--- src/design/hafc_pkg.sv ---
// ----------------------------------------------------------------------------
// hafc_pkg
// Shared constants and helper functions for the hex ASCII frame checker.
// ----------------------------------------------------------------------------
package hafc_pkg;

  localparam int unsigned MAX_CHARS_DEF = 256;

  localparam logic [7:0]  START_RST  = 8'hAA;
  localparam logic [7:0]  END_RST    = 8'h55;
  localparam logic [15:0] CRC_INIT   = 16'hFFFF;
  localparam logic [15:0] CRC_POLY   = 16'hA001;
  localparam logic [7:0]  ASCII_ZERO = 8'h30;
  localparam logic [7:0]  ALPHA_GAP  = 8'h07;

  localparam logic [1:0] ST_OK   = 2'd0;
  localparam logic [1:0] ST_FAIL = 2'd1;
  localparam logic [1:0] ST_OVF  = 2'd2;

  localparam logic REG_START = 1'b0;
  localparam logic REG_END   = 1'b1;

  localparam int unsigned OUT_BITS  = 26;
  localparam int unsigned OUT_BYTES = (OUT_BITS + 7) / 8;

  // full 8-bit digit value; non-hex characters carry into the byte sum
  function automatic logic [7:0] nibble_of(input logic [7:0] c);
    logic [7:0] s;
    s = c - ASCII_ZERO;
    if (s > 8'd9) begin
      s = s - ALPHA_GAP;
    end
    return s;
  endfunction

  // byte-wide CRC-16/Modbus, reflected
  function automatic logic [15:0] crc_byte(input logic [15:0] crc, input logic [7:0] b);
    logic [15:0] c;
    c = crc ^ {8'h00, b};
    for (int k = 0; k < 8; k++) begin
      if (c[0]) begin
        c = (c >> 1) ^ CRC_POLY;
      end else begin
        c = c >> 1;
      end
    end
    return c;
  endfunction

endpackage

--- src/design/hex_ascii_frame_checker_core.sv ---
// ----------------------------------------------------------------------------
// hex_ascii_frame_checker_core
// Decodes hex text into bytes, runs CRC-16/Modbus and checks frame layout.
// ----------------------------------------------------------------------------
// Channel | Direction | Beat contents
// in_     | slave     | tdata[7:0] char_in
// out_    | master    | tdata[1:0] status, [9:2] frame_bytes, [25:10] crc_value
// cfg_    | APB       | 0x0 start_value, 0x4 end_value
//
// One character per cycle, save where the terminating zero stalls; a beat moves
// from the input register to the frame state; the zero loads the result register.
// The frame state update (nibble decode, one byte of CRC) sets the cycle time.
// Only the terminating zero character waits on a full result register.
// rst_n is synchronous; reset restores the register defaults and clears the frame.
// ----------------------------------------------------------------------------
module hex_ascii_frame_checker_core
  import hafc_pkg::*;
#(
  parameter int unsigned MAX_CHARS = MAX_CHARS_DEF
) (
  input  logic                   clk,
  input  logic                   rst_n,
  input  logic                   in_tvalid,
  output logic                   in_tready,
  input  logic [7:0]             in_tdata,   // [7:0] char_in
  output logic                   out_tvalid,
  input  logic                   out_tready,
  output logic [8*OUT_BYTES-1:0] out_tdata,  // [1:0] status, [9:2] frame_bytes,
                                             // [25:10] crc_value, rest zero
  input  logic                   cfg_psel,
  input  logic                   cfg_penable,
  input  logic                   cfg_pwrite,
  input  logic [2:0]             cfg_paddr,
  input  logic [31:0]            cfg_pwdata,
  output logic [31:0]            cfg_prdata,
  output logic                   cfg_pready
);

  localparam int unsigned CW   = $clog2(MAX_CHARS + 1);
  localparam int unsigned LW   = CW - 1;
  localparam int unsigned CMPW = (LW > 8) ? LW : 8;

  logic [7:0] start_r, end_r;

  logic       in_vld_r;
  logic [7:0] in_char_r;

  logic [CW-1:0] char_count_r;
  logic [3:0]    high_nibble_r;
  logic [15:0]   crc_r;
  logic [7:0]    dly0_r, dly1_r, dly2_r;
  logic [7:0]    first_r, second_r;
  logic          ovf_r;

  logic          out_vld_r;
  logic [1:0]    status_r;
  logic [7:0]    frame_bytes_r;
  logic [15:0]   crc_out_r;

  logic          is_end, advance, full;
  logic [LW-1:0] idx;
  logic [7:0]    nib_val;
  logic [7:0]    byte_val;
  logic [CMPW-1:0] len_ext, second_ext;
  logic [1:0]    status_nxt;
  logic [7:0]    frame_bytes_nxt;
  logic          frame_ok;

  // config port
  assign cfg_pready = 1'b1;
  assign cfg_prdata = {24'h0, (cfg_paddr[2] == REG_END) ? end_r : start_r};

  always_ff @(posedge clk) begin
    if (!rst_n) begin
      start_r <= START_RST;
      end_r   <= END_RST;
    end else if (cfg_psel && cfg_penable && cfg_pwrite && cfg_pready) begin
      if (cfg_paddr[2] == REG_START) begin
        start_r <= cfg_pwdata[7:0];
      end else begin
        end_r <= cfg_pwdata[7:0];
      end
    end
  end

  // datapath control
  assign is_end    = (in_char_r == 8'h00);
  assign advance   = in_vld_r && (!is_end || !out_vld_r || out_tready);
  assign in_tready = !in_vld_r || advance;

  always_ff @(posedge clk) begin
    if (!rst_n) begin
      in_vld_r <= 1'b0;
    end else if (in_tready) begin
      in_vld_r <= in_tvalid;
    end
  end

  always_ff @(posedge clk) begin
    if (in_tready && in_tvalid) begin
      in_char_r <= in_tdata;
    end
  end

  assign full     = (char_count_r >= CW'(MAX_CHARS));
  assign idx      = char_count_r[CW-1:1];
  assign nib_val  = nibble_of(in_char_r);
  assign byte_val = {high_nibble_r, 4'h0} + nib_val;

  assign len_ext    = CMPW'(idx);
  assign second_ext = CMPW'(second_r);

  assign frame_ok = (first_r == start_r) && (second_ext == len_ext) &&
                    (dly2_r == crc_r[7:0]) && (dly1_r == crc_r[15:8]) &&
                    (dly0_r == end_r);

  always_comb begin
    if (ovf_r) begin
      status_nxt = ST_OVF;
    end else if (idx < LW'(3)) begin
      status_nxt = ST_FAIL;
    end else if (frame_ok) begin
      status_nxt = ST_OK;
    end else begin
      status_nxt = ST_FAIL;
    end
    if (len_ext > CMPW'(255)) begin
      frame_bytes_nxt = 8'hFF;
    end else begin
      frame_bytes_nxt = len_ext[7:0];
    end
  end

  // frame state
  always_ff @(posedge clk) begin
    if (!rst_n || (advance && is_end)) begin
      char_count_r  <= '0;
      high_nibble_r <= '0;
      crc_r         <= CRC_INIT;
      dly0_r        <= '0;
      dly1_r        <= '0;
      dly2_r        <= '0;
      first_r       <= '0;
      second_r      <= '0;
      ovf_r         <= 1'b0;
    end else if (advance) begin
      if (full) begin
        ovf_r <= 1'b1;
      end else begin
        char_count_r <= char_count_r + CW'(1);
        if (!char_count_r[0]) begin
          high_nibble_r <= nib_val[3:0];
        end else begin
          if (idx == LW'(0)) begin
            first_r <= byte_val;
          end
          if (idx == LW'(1)) begin
            second_r <= byte_val;
          end
          if (idx >= LW'(3)) begin
            crc_r <= crc_byte(crc_r, dly2_r);
          end
          dly2_r <= dly1_r;
          dly1_r <= dly0_r;
          dly0_r <= byte_val;
        end
      end
    end
  end

  // result register
  always_ff @(posedge clk) begin
    if (!rst_n) begin
      out_vld_r <= 1'b0;
    end else if (advance && is_end) begin
      out_vld_r <= 1'b1;
    end else if (out_tready) begin
      out_vld_r <= 1'b0;
    end
  end

  always_ff @(posedge clk) begin
    if (advance && is_end) begin
      status_r      <= status_nxt;
      frame_bytes_r <= frame_bytes_nxt;
      crc_out_r     <= crc_r;
    end
  end

  assign out_tvalid = out_vld_r;
  assign out_tdata  = {(8*OUT_BYTES-OUT_BITS)'(0), crc_out_r, frame_bytes_r, status_r};

`ifndef ASSERT_OFF
  a_ovf_only_when_full: assert property (@(posedge clk) disable iff (!rst_n)
    ovf_r |-> (char_count_r == CW'(MAX_CHARS)))
    else $error("overflow flag set below capacity");

  a_short_frame: assert property (@(posedge clk) disable iff (!rst_n)
    (out_vld_r && frame_bytes_r < 8'd3) |-> (status_r == ST_FAIL && crc_out_r == CRC_INIT))
    else $error("short frame result inconsistent");

  a_status_code: assert property (@(posedge clk) disable iff (!rst_n)
    out_vld_r |-> (status_r == ST_OK || status_r == ST_FAIL || status_r == ST_OVF))
    else $error("illegal status code");

  a_frame_cleared: assert property (@(posedge clk) disable iff (!rst_n)
    (advance && is_end) |=> (char_count_r == '0 && !ovf_r && crc_r == CRC_INIT))
    else $error("frame state not cleared after end of frame");

  a_end_waits: assert property (@(posedge clk) disable iff (!rst_n)
    (in_vld_r && is_end && out_vld_r && !out_tready) |-> !advance)
    else $error("end of frame overwrote pending result");
`endif

endmodule

--- config.mk ---
export PLATFORM = sky130hd
export DESIGN_NAME = hex_ascii_frame_checker_core
export DESIGN_NICKNAME = d
export VERILOG_FILES = /design/src/design/hafc_pkg.sv /design/src/design/hex_ascii_frame_checker_core.sv
export SDC_FILE = /design/constraint.sdc
export NUM_CORES = 1
export LEC_CHECK = 0
export BUFFER_PORTS_ARGS = -buffer_cell sky130_fd_sc_hd__buf_2
export CAP_MARGIN = 20
export CORE_UTILIZATION = 59
export CTS_CLUSTER_DIAMETER = 100
export DETAILED_ROUTE_END_ITERATION = 8
export MAX_ROUTING_LAYER = met4
export PLACE_DENSITY = 0.87
export SETUP_SLACK_MARGIN = 0.4
export SLEW_MARGIN = 10
export SYNTH_ARGS = -nofsm -noshare
export SYNTH_HDL_FRONTEND = slang
export SYNTH_SLANG_ARGS = --single-unit
--- constraint.sdc ---
create_clock -name clk -period 5.6 [get_ports clk]
set_clock_uncertainty 0.05 [all_clocks]
set_input_delay 0.28 -clock clk [delete_from_list [all_inputs] [get_ports clk]]
set_output_delay 0.28 -clock clk [all_outputs]
set_load 0.02 [all_outputs]
---- After elaboration in Yosys (flattened, before gate mapping) ----
Cells that the tools add are included.
cells by class
  bitwise gates (word level) .............. 12
  add/subtract/negate cells ............... 4
  equality and inequality tests ........... 6
  reduce and logical (&&, ||, !) cells .... 29
  $lt $le $gt $ge ......................... 5
  multiplexer cells ....................... 49
operators with widths
  cell                 number
  $mux 16              43
  $eq 8x8->1           5
  $not 2->3            8
  $logic_not 8->1      2
  $mux 8               2
  $xor 16x8->16        1
  $reduce_and 4->1     3
  $add 9x1->9 const B  1
  $ge 9x9->1 const B   1
  $logic_and 1x1->1    9
  $add 8x8->8          1
  $eq 8x1->1 const B   1
  $ge 8x2->1 const B   1
  $gt 8x4->1 const B   1
  $gt 8x8->1 const B   1
  $lt 8x2->1 const B   1
  $reduce_and 2->1     4
  $sub 8x3->8 const B  1
  $sub 8x6->8 const B  1
  $reduce_and 3->1     2
  $logic_not 1->1      4
  $logic_or 1x1->1     4
  $mux 1               4
  $not 1->1            3
  $reduce_bool 2->1    1
storage, ports and cells
  word-level logic and storage cells ...... 122
  output and inout bits ................... 67
  register bits ........................... 122

---- Logic depth before layout (Yosys ltp) ----
Gate-level depths: netlist of the first run.
  depth after elaboration ................. 52
  mapped depth ............................ 14
  depth with buffers taken out ............ 14

---- Least setup slack after synthesis of the first run ----
OpenSTA, ideal clock, no wires.
  path kind ............................... reg2reg
  start ................................... register in_char_r[4]
  end ..................................... register second_r[7], in the netlist second_ext[7]
  cell stages (with the launch flop) ...... 14
  setup slack ............................. 2.689 ns
  clock period less this slack ............ 2.911 ns
  data required time ...................... 5.430 ns
  data arrival time ....................... 2.741 ns
  library setup time ...................... 0.120 ns
  cells stage by stage .................... edfxtp_1 > ha_1 > a32oi_1 > o2bb2ai_1 > nand3_1 > nor3b_1 > xnor2_1 > ha_1 > a21o_1 > a21oi_1 > xnor2_1 > or3_1 > nand3_1 > a21oi_1
between the ends
  longest elaborated chain between the ends .. 7
RTL lines
  what                                                 line                                 text
  from (decl)                                          hex_ascii_frame_checker_core.sv:46   logic [7:0] in_char_r;
  from (signal assigned)                               hex_ascii_frame_checker_core.sv:101  in_char_r <= in_tdata;
  branches (longest 7 deep; another with $sub 8x6->8)  n/a
  to (signal assigned)                                 hex_ascii_frame_checker_core.sv:158  second_r <= byte_val;
  to (decl)                                            hex_ascii_frame_checker_core.sv:52   logic [7:0] first_r, second_r;
Several ways; the timed one is not identified.
A chain may end at the register's enable or synchronous reset.

---- Final worst setup path of the first run ----
Ends and elaborated chain as after synthesis.

==> flow_summary.json, run 1 <==
{
  "start_kind": "flop",
  "r2r-end": "second_ext[7]",
  "final_antenna_net_count": 0,
  "dieArea_mm2": 0.0103,
  "power_density_mw_per_mm2": 321,
  "cts.sinks": 122,
  "via_per_inst": 5.47,
  "worstSetupEndpointType": "flop",
  "die_y_um": 101,
  "setup_violations": 0,
  "rsz0062_at_grt": "false",
  "row_count": 35,
  "ys_ff_latch": 122,
  "arrival_ps": 3890,
  "peakVddDrop_v": 0.000186,
  "max_freq_ghz": 0.280,
  "clk_pin_slew_ps": 60,
  "gr-usage-all-layers_pct": 28.6,
  "cts_buffers": 17,
  "stdcell_count": 808,
  "ios": 117,
  "synth_xor_area_share_pct": 11.4,
  "syn_area_mm2": 0.00583,
  "coreArea_mm2": 0.00942,
  "synth_edf_count": 34,
  "whs_ps": 53.3,
  "fillCellCount": 629,
  "initial_core_util_pct": 62.0,
  "drt_iter0_markers": 319,
  "cts_resized": 0,
  "drt-wirelength-per-cell_um": 16.2,
  "routabilityCongestion": 0.914,
  "synth_top_family_by_area": "simple AND/OR/NAND/NOR gates",
  "slew_viol_final": 0,
  "hp-start": "rst_n",
  "vias": 4420,
  "drc": 0,
  "async_flop_share_pct": 0,
  "relSlewSlack_pct": 32.6,
  "drt_wl_total_um": 13100,
  "mostFrequentLayoutCell": "nand2_1",
  "tns_ps": 0,
  "overflow": 0,
  "drive_gt1_share_pct": 18.6,
  "rr_worst_depth": 13,
  "synth_cells": 592,
  "hold_class": "primary input to flop",
  "worst-path-buf-inv": 0,
  "worst_slew_pin_slew_ps": 1010,
  "whs_path_depth": 2,
  "cts_setup_buffers": 0,
  "hold_path_end": "end_r[0]",
  "grt_pass1_vias": 4316,
  "antenna_found_initial": 0,
  "max_cap_violations": 0,
  "ys_warn_count": 0,
  "crit_family": "simple AND/OR/NAND/NOR gates",
  "r2r-start": "in_char_r[4]",
  "crit_required_ps": 5930,
  "die_w_um": 101,
  "mostFrequentLayoutCells": "nand2_1 (125), dfxtp_1 (88), buf_2 (59), xnor2_1 (48), a21oi_1 (44)",
  "max_stage_delay_ps": 460,
  "criticalPathCategory": "flop to flop",
  "leakage_nw": 2.69,
  "synth_compound_area_share_pct": 11.3,
  "syn_area_per_cell_um2": 9.85,
  "syn_to_final_growth_pct": 17.0,
  "finalCritPeriodShare_pct": 63.7,
  "dp_cells": 759,
  "ff2ff_setup_slack_ps": 2030,
  "clock_latency_ps": 520,
  "dp_hpwl_um": 8550,
  "grt_pass1_wl_um": 21500,
  "critPathLaunch": "in_char_r[4]",
  "top_regs": "crc_out_r x16, crc_r x16, char_count_r x9",
  "outcome": "complete, no violations",
  "crit_path_top_delay_cell": "or3_1",
  "grt_max_degree": 53,
  "port_buffers": 59,
  "yosysUniqueCellTypes": 58,
  "crit_chain": "ha_1 > a32oi_1 > o2bb2ai_1 > nand3_1 > nor3b_1 > xnor2_1 > ha_1 > a21o_1 > a21oi_1 > xnor2_1 > or3_1 > nand3_1 > a21oi_1",
  "synthAdderAreaFrac_pct": 2.92,
  "ctsHoldBuffers": 17,
  "diodes": 0,
  "nNetsFinal": 729,
  "seq_area_frac_synth_pct": 47.7,
  "cp_max_fo": 6,
  "max-clock-path-buffers": 2,
  "cp_num_cells": 13,
  "ys.flop_type": "dfxtp_1",
  "total_power_mw": 2.19,
  "htree_levels": 4,
  "finalHoldViolCount": 0,
  "root_buffer": "clkbuf_8",
  "period_needed_ps": 3570,
  "synthSimpleGateAreaFrac_pct": 16.7,
  "synthMuxAreaShare_pct": 2.77,
  "cts_tree": "yes",
  "firstDrtPassIters": 5
}
[area by class of cell]
type                       count  area (um2)  share of cell area (%)
sequential                   122        2780                    40.8
multi-input combinational    431        2750                    40.3
timing repair buffer          78         480                    7.04
clock buffer                  17         414                    6.07
clock inverter                15         176                    2.58
tap                          129         161                    2.36
inverter                      16        60.1                   0.880
[worst reg2reg max path, cell delays in order (launching register included)]
cell and delay (ps):
edfxtp_1 450, ha_1 320, a32oi_1 90, o2bb2ai_1 380, nand3_1 300, nor3b_1 240, xnor2_1 210, ha_1 280
a21o_1 170, a21oi_1 170, xnor2_1 110, or3_1 460, nand3_1 130, a21oi_1 70
[routing by layer]
metal / global-route usage, % / wire length (um) / share of wire, % / up-vias
li1: - / - / - / 2097
met1: 33.5 / 5480 / 42 / 2093
met2: 46.9 / 6590 / 50 / 200
met3: 6.07 / 793 / 6.0 / 30
met4: 13.2 / 268 / 2.0 / 0
met5: - / 0 / 0 / -
[kinds of logic after synthesis]
group | count (synthesis)
simple gates | 213
xor+xnor | 68
flops | 122
other cells | 2
buf+inv | 68
mux | 15
compound gates | 91
fa+ha+maj | 13
[per-stage QoR]
step	instance area [um2]	setup WS (ps)	utilization (%)
2_1_floorplan	5940	2690	-
3_3_place_gp	6060	2400	64.4
3_5_place_dp	6060	2280	64.4
4_1_cts	6830	2160	72.5
5_1_grt	6830	1830	72.5
6_report	6830	2030	72.5
[Yosys cell counts (all sizes together) (2+ instances only)]
cell | instances | area [um2]
ha | 12 | 150
nand2b | 4 | 25.0
nor3 | 3 | 25.0
o211ai | 11 | 133
and3 | 3 | 18.8
a211oi | 7 | 52.6
mux2 | 9 | 101
xnor2 | 49 | 448
inv | 16 | 60.1
dfxtp | 88 | 1760
nand4 | 9 | 56.3
o21ai | 6 | 41.3
buf | 45 | 323
or3 | 2 | 12.5
conb | 2 | 7.51
and4 | 2 | 17.5
nor2b | 2 | 12.5
nand2 | 125 | 469
clkbuf | 7 | 26.3
edfxtp | 34 | 1020
nand3 | 21 | 120
xor2 | 16 | 148
nor4 | 2 | 27.5
and2 | 6 | 40.0
nor2 | 29 | 109
xnor3 | 2 | 46.3
a31oi | 4 | 40.0
a21boi | 10 | 75.1
mux2i | 6 | 60.1
a21oi | 44 | 220
[power by group]
group | switching (mW) | leakage [nW] | internal, mW | total [mW]
clock network | 0.403 | 0.285 | 0.677 | 1.08
registers | 0.0180 | 1.02 | 0.919 | 0.937
logic | 0.114 | 1.38 | 0.0627 | 0.177
[how the worst max path moves through the flow]
| stage | to | slack, ps |
|---|---|---|
| 2_1_floorplan | second_ext[7] | 2690 |
| 3_3_place_gp | first_r[7] | 2400 |
| 3_5_place_dp | second_ext[7] | 2280 |
| 4_1_cts | second_ext[7] | 2160 |
| 5_1_grt | second_ext[7] | 1830 |
| 6_report | second_ext[7] | 2030 |
No activity file was read; power rests on OpenSTA's default activity.
==> run 2: changes to the inputs <==
Settings changed: CORE_UTILIZATION 59 to 50, PLACE_DENSITY 0.87 to 0.78.
Clock period 5.6 ns to 2.9 ns, I/O delays scaled along.
==> run 2 against run 1 <==
Maximum frequency increased by 23%. Combinational power up 120%. Core utilization fell by 9.7 points. Non-clock buffer count grew 20. Cell count is 4.2% higher. Worst hold slack got worse by 29 ps. Wire length fell by 3.6%. Worst setup slack worse by 2000 ps. Highest routed layer unchanged.
==> flow_summary.json, run 2 (same netlist as run 1, synthesis figures left out) <==
{
  "hold_path_end": "start_r[5]",
  "setup_violations": 0,
  "grt_max_degree": 53,
  "cp_max_fo": 4,
  "start_kind": "flop",
  "row_count": 39,
  "die_w_um": 110,
  "max-clock-path-buffers": 2,
  "final.setup.worst_slack_ps": 10.2,
  "clock_latency_ps": 420,
  "mostFrequentLayoutCells": "nand2_1 (125), dfxtp_1 (88), buf_2 (59), xnor2_1 (46), a21oi_1 (42)",
  "slew_viol_final": 0,
  "max_freq_ghz": 0.346,
  "overflow": 0,
  "whs_path_depth": 2,
  "worst-path-buf-inv": 0,
  "max_stage_delay_ps": 480,
  "coreArea_mm2": 0.0114,
  "finalHoldViolCount": 0,
  "crit_required_ps": 3120,
  "r2r-start": "in_char_r[4]",
  "drive_gt1_share_pct": 23.5,
  "peakVddDrop_v": 0.000384,
  "leakage_nw": 2.83,
  "r2r-end": "second_ext[7]",
  "cts_tree": "yes",
  "ios": 117,
  "drc": 0,
  "initial_core_util_pct": 51.3,
  "crit_chain": "ha_2 > a32oi_2 > o2bb2ai_2 > nand3_2 > nor3b_4 > xnor2_2 > ha_1 > a21o_1 > a21oi_2 > xnor2_1 > or3_4 > nand3_1 > a21oi_1",
  "relSlewSlack_pct": 43.4,
  "outcome": "complete, no violations",
  "rsz0062_at_grt": "true",
  "die_y_um": 110,
  "clk_pin_slew_ps": 60,
  "mostFrequentLayoutCell": "nand2_1",
  "cts_buffers": 17,
  "vias": 4408,
  "port_buffers": 59,
  "criticalPathCategory": "flop to flop",
  "crit_path_top_delay_cell": "edfxtp_1",
  "arrival_ps": 3110,
  "hp-start": "rst_n",
  "routabilityCongestion": 0.884,
  "drt-wirelength-per-cell_um": 15.0,
  "total_power_mw": 4.47,
  "final_antenna_net_count": 0,
  "drt_iter0_markers": 251,
  "crit_family": "simple AND/OR/NAND/NOR gates",
  "nNetsFinal": 749,
  "power_density_mw_per_mm2": 626,
  "syn_to_final_growth_pct": 22.4,
  "worstSetupEndpointType": "flop",
  "drt_wl_total_um": 12600,
  "finish.utilization_pct": 62.8,
  "dp_hpwl_um": 8510,
  "top_regs": "crc_out_r x16, crc_r x16, char_count_r x9",
  "max_cap_violations": 0,
  "diodes": 0,
  "finalCritPeriodShare_pct": 99.6,
  "period_needed_ps": 2890,
  "htree_levels": 4,
  "root_buffer": "clkbuf_16",
  "cts.sinks": 122,
  "ff2ff_setup_slack_ps": 10,
  "dieArea_mm2": 0.0121,
  "grt_pass1_vias": 4161,
  "antenna_found_initial": 0,
  "pre_cts_slack_ps": -31.7,
  "worst_slew_pin_slew_ps": 846,
  "firstDrtPassIters": 4,
  "gr-usage-all-layers_pct": 22.9,
  "hold_class": "primary input to flop",
  "grt_pass1_wl_um": 20100,
  "via_per_inst": 5.24,
  "rr_worst_depth": 13
}
==> run 2: final cells by class <==
cell class	instances	area, um2
multi-input combinational	431	2840
clock inverter	15	211
fill	880	4230
timing repair buffer	98	638
inverter	16	60.1
tap	143	179
clock buffer	17	425
sequential	122	2780
==> run 2: layer usage <==
| layer | vias up | part of all wire, % | GRT usage [%] |
|---|---|---|---|
| met1 | 2086 | 43 | 28.1 |
| met3 | 28 | 6.2 | 5.29 |
| met2 | 153 | 48 | 36.1 |
| li1 | 2141 | - | - |
| met5 | - | 0 | - |
| met4 | 0 | 2.3 | 9.81 |
==> run 2: report_power, final <==
| group | total, mW | internal, mW | switching (mW) |
|---|---|---|---|
| clock network | 2.27 | 1.46 | 0.818 |
| registers | 1.81 | 1.77 | 0.0323 |
| logic | 0.392 | 0.165 | 0.228 |
| total | 4.47 | 3.39 | 1.08 |
==> run 2: timing repair <==
action,4_1_cts,5_1_grt
hold endpoints to repair,25,0
hold buffers,17,0
pin swaps,13,5
endpoints found under the setup margin,9,47
buffers inserted,6,6
gates resized for setup,7,6
==> run 2: how the worst max path moves through the flow <==
stage                     depth (start not counted)          from  slack, ps            end
after global placement                           13  in_char_r[4]        110     first_r[7]
after floorplan                                  13  in_char_r[4]        180  second_ext[7]
after global routing                             13  in_char_r[4]       -100  second_ext[7]
after detailed placement                         13  in_char_r[4]        -30     first_r[7]
after CTS                                        13  in_char_r[4]         30  second_ext[7]
final                                            13  in_char_r[4]         10  second_ext[7]
==> run 2: through the flow <==
step	hold slack (ps)	instance area, um2	std cells	TNS, ps
after global routing	37.2	7140	842	-489
final	24.6	7140	842	0
after floorplan	194	5990	621	0
after CTS	11.6	7070	836	0
after global placement	272	6190	781	0
after detailed placement	273	6190	781	-58.8
==> run 3: changes to the inputs <==
--- a/config.mk
+++ b/config.mk
@@ -9,4 +9,6 @@
 export CAP_MARGIN = 20
+export CORE_MARGIN = 4
 export CORE_UTILIZATION = 50
 export CTS_CLUSTER_DIAMETER = 100
+export CTS_CLUSTER_SIZE = 12
 export DETAILED_ROUTE_END_ITERATION = 8
==> constraint.sdc (replaced) <==
create_clock -name clk -period 2.9 [get_ports clk]
set_clock_uncertainty 0.05 [all_clocks]
set_input_delay 0.29 -clock clk [delete_from_list [all_inputs] [get_ports clk]]
set_output_delay 0.29 -clock clk [all_outputs]
set_load 0.02 [all_outputs]
==> run 3 against run 2 <==
The flow now finishes with violations (setup timing). Combinational power rose by 2%. Final area fell by 0.75%. Die area rose by 11%. First-iteration DRC count rose by 35%. Sequential cell count did not move. Register-to-register slack got worse by 20 ps. Worst setup slack got worse by 25 ps. Clock power fell by 2%. Power fell by 0.66%. Sequential share of layout area rose by 0.30 points. Non-clock buffer count fell by 15. Cell count fell by 1.7%.
==> flow_summary.json, run 3 (same netlist as run 1, synthesis figures left out) <==
{
  "mostFrequentLayoutCell": "nand2_1",
  "cts_tree": "yes",
  "crit_path_top_delay_cell": "edfxtp_1",
  "r2r-start": "in_char_r[4]",
  "intPower_mw": 3.33,
  "path_common_cell": "ha_2",
  "die_y_um": 116,
  "max-clock-path-buffers": 2,
  "drt_iter0_markers": 340,
  "drive_gt1_share_pct": 25.0,
  "ios": 117,
  "row_count": 39,
  "overflow": 0,
  "top_regs": "crc_out_r x16, crc_r x16, char_count_r x9",
  "initial_core_util_pct": 51.1,
  "finalCritPeriodShare_pct": 101,
  "slew_viol_final": 0,
  "cts_buffers": 17,
  "p_sw_share_pct": 25.1,
  "finalHoldViolCount": 0,
  "start_kind": "flop",
  "power_density_mw_per_mm2": 627,
  "max_freq_ghz": 0.343,
  "seq_power_share_pct": 40.7,
  "diodes": 0,
  "relSlewSlack_pct": 47.8,
  "final_antenna_net_count": 0,
  "critPathLaunch": "in_char_r[4]",
  "worstSetupEndpointType": "flop",
  "cts.sinks": 122,
  "antenna_found_initial": 0,
  "drt-wirelength-per-cell_um": 16.0,
  "power_frac_comb_pct": 9.0,
  "routabilityCongestion": 0.871,
  "vias": 4401,
  "leakage_nw": 2.80,
  "grt_pass1_wl_um": 20600,
  "whs_ps": 8.18,
  "nNetsFinal": 735,
  "via_per_inst": 5.32,
  "rr_worst_depth": 15,
  "crit_chain": "ha_2 > a32oi_2 > o2bb2ai_2 > nand3_2 > buf_4 > buf_6 > nand2_2 > xnor2_2 > ha_2 > a21o_1 > a21oi_2 > xnor2_1 > or3_4 > nand3_1 > a21oi_1",
  "worst_slew_pin_slew_ps": 783,
  "finish.utilization_pct": 62.1,
  "clockPowerShare_pct": 50.3,
  "gr-usage-all-layers_pct": 20.4,
  "port_buffers": 59,
  "root_buffer": "clkbuf_16",
  "dieArea_mm2": 0.0135,
  "crit_required_ps": 3150,
  "arrival_ps": 3160,
  "register_area_mm2": 0.00278,
  "crit_end": "dly0_r[7]",
  "coreArea_mm2": 0.0114,
  "p_switching_mw": 1.12,
  "syn_to_final_growth_pct": 21.5,
  "grt_pass1_vias": 4182,
  "clk_pin_slew_ps": 60,
  "clock_latency_ps": 410,
  "mostFrequentLayoutCells": "nand2_1 (122), dfxtp_1 (88), buf_2 (59), xnor2_1 (45), a21oi_1 (41)",
  "drc": 0,
  "period_needed_ps": 2910,
  "violations": "setup timing",
  "max_cap_violations": 0,
  "htree_levels": 4,
  "hold_class": "primary input to flop",
  "firstDrtPassIters": 5,
  "fillCellCount": 921,
  "final.setup.worst_slack_ps": -14.7,
  "total_power_mw": 4.44,
  "grt_max_degree": 53,
  "max_stage_delay_ps": 480,
  "die_w_um": 116,
  "multi_input_area_mm2": 0.00290,
  "ff2ff_setup_slack_ps": -10,
  "cp_max_fo": 4,
  "criticalPathCategory": "flop to flop",
  "peakVddDrop_v": 0.000487,
  "dp_hpwl_um": 8800,
  "r2r-end": "dly0_r[7]",
  "outcome": "finished with violations",
  "drt_wl_total_um": 13300,
  "setup_violations": 1,
  "rsz0062_at_grt": "true"
}
[run 3: cell type report]
| type | count | area share [%] |
|---|---|---|
| well taps | 143 | 2.52 |
| clock buffers | 17 | 6.00 |
| flip-flops and latches | 122 | 39.3 |
| clock inverters | 15 | 2.86 |
| repair buffers | 83 | 7.56 |
| multi-input cells | 432 | 40.9 |
| inverters | 16 | 0.847 |
[run 3: worst max-delay path: cells and delay by family (launching register included)]
kind,cells,cell delay (ps)
DFF,1,480
and+or+nand+nor,4,600
AOI/OAI and AO/OA,5,750
buffers and inverters,2,210
adders and majority gates,2,450
xor gates and xnor gates,2,240
[run 3: power groups by stage]
| stage | clock, mW | sequential, mW | combinational (mW) |
|---|---|---|---|
| 3_3_place_gp | 0 | 1.84 | 0.321 |
| 6_report | 2.23 | 1.81 | 0.400 |
| 3_5_place_dp | 0 | 1.84 | 0.327 |
| 4_1_cts | 2.26 | 1.81 | 0.353 |
| 5_1_grt | 2.33 | 1.81 | 0.434 |
| 2_1_floorplan | 0 | 1.83 | 0.277 |
[run 3: through the flow]
stage          cell area, um2  instances  setup TNS [ps]  setup slack (ps)
2_1_floorplan            5990        621               0               182
3_3_place_gp             6190        779               0               141
3_5_place_dp             6190        779               0              74.1
4_1_cts                  6920        821               0              53.1
5_1_grt                  7090        828            -325              -125
6_report                 7090        828           -14.7             -14.7
[run 3: timing repair]
item | CTS | global route
gates resized for setup | 3 | 26
setup buffers | 4 | 6
endpoints found under the setup margin | 10 | 56
hold buffers | 6 | 0
cloned | 0 | 1
hold endpoints to repair | 6 | 0
pin swaps | 3 | 17
[run 3: worst min-delay path by stage]
stage / startpoint / end / cells after the start
after floorplan: in_tdata[0] / in_char_r[0] / 0
after global placement: crc_r[11] / crc_out_r[11] / 0
after CTS: in_tdata[2] / in_char_r[2] / 1
after global routing: in_tdata[2] / in_char_r[2] / 1
after detailed placement: crc_r[11] / crc_out_r[11] / 0
final: in_tdata[2] / in_char_r[2] / 1
[run 3: per-layer routing]
metal / vias to the layer above / part of all wire (%) / wire length [um] / GRT usage, %
li1: 2122 / - / - / -
met1: 2059 / 42 / 5530 / 25.9
met2: 198 / 49 / 6470 / 31.8
met3: 22 / 8.3 / 1100 / 4.86
met4: 0 / 1.4 / 185 / 7.66
met5: - / 0 / 0 / -
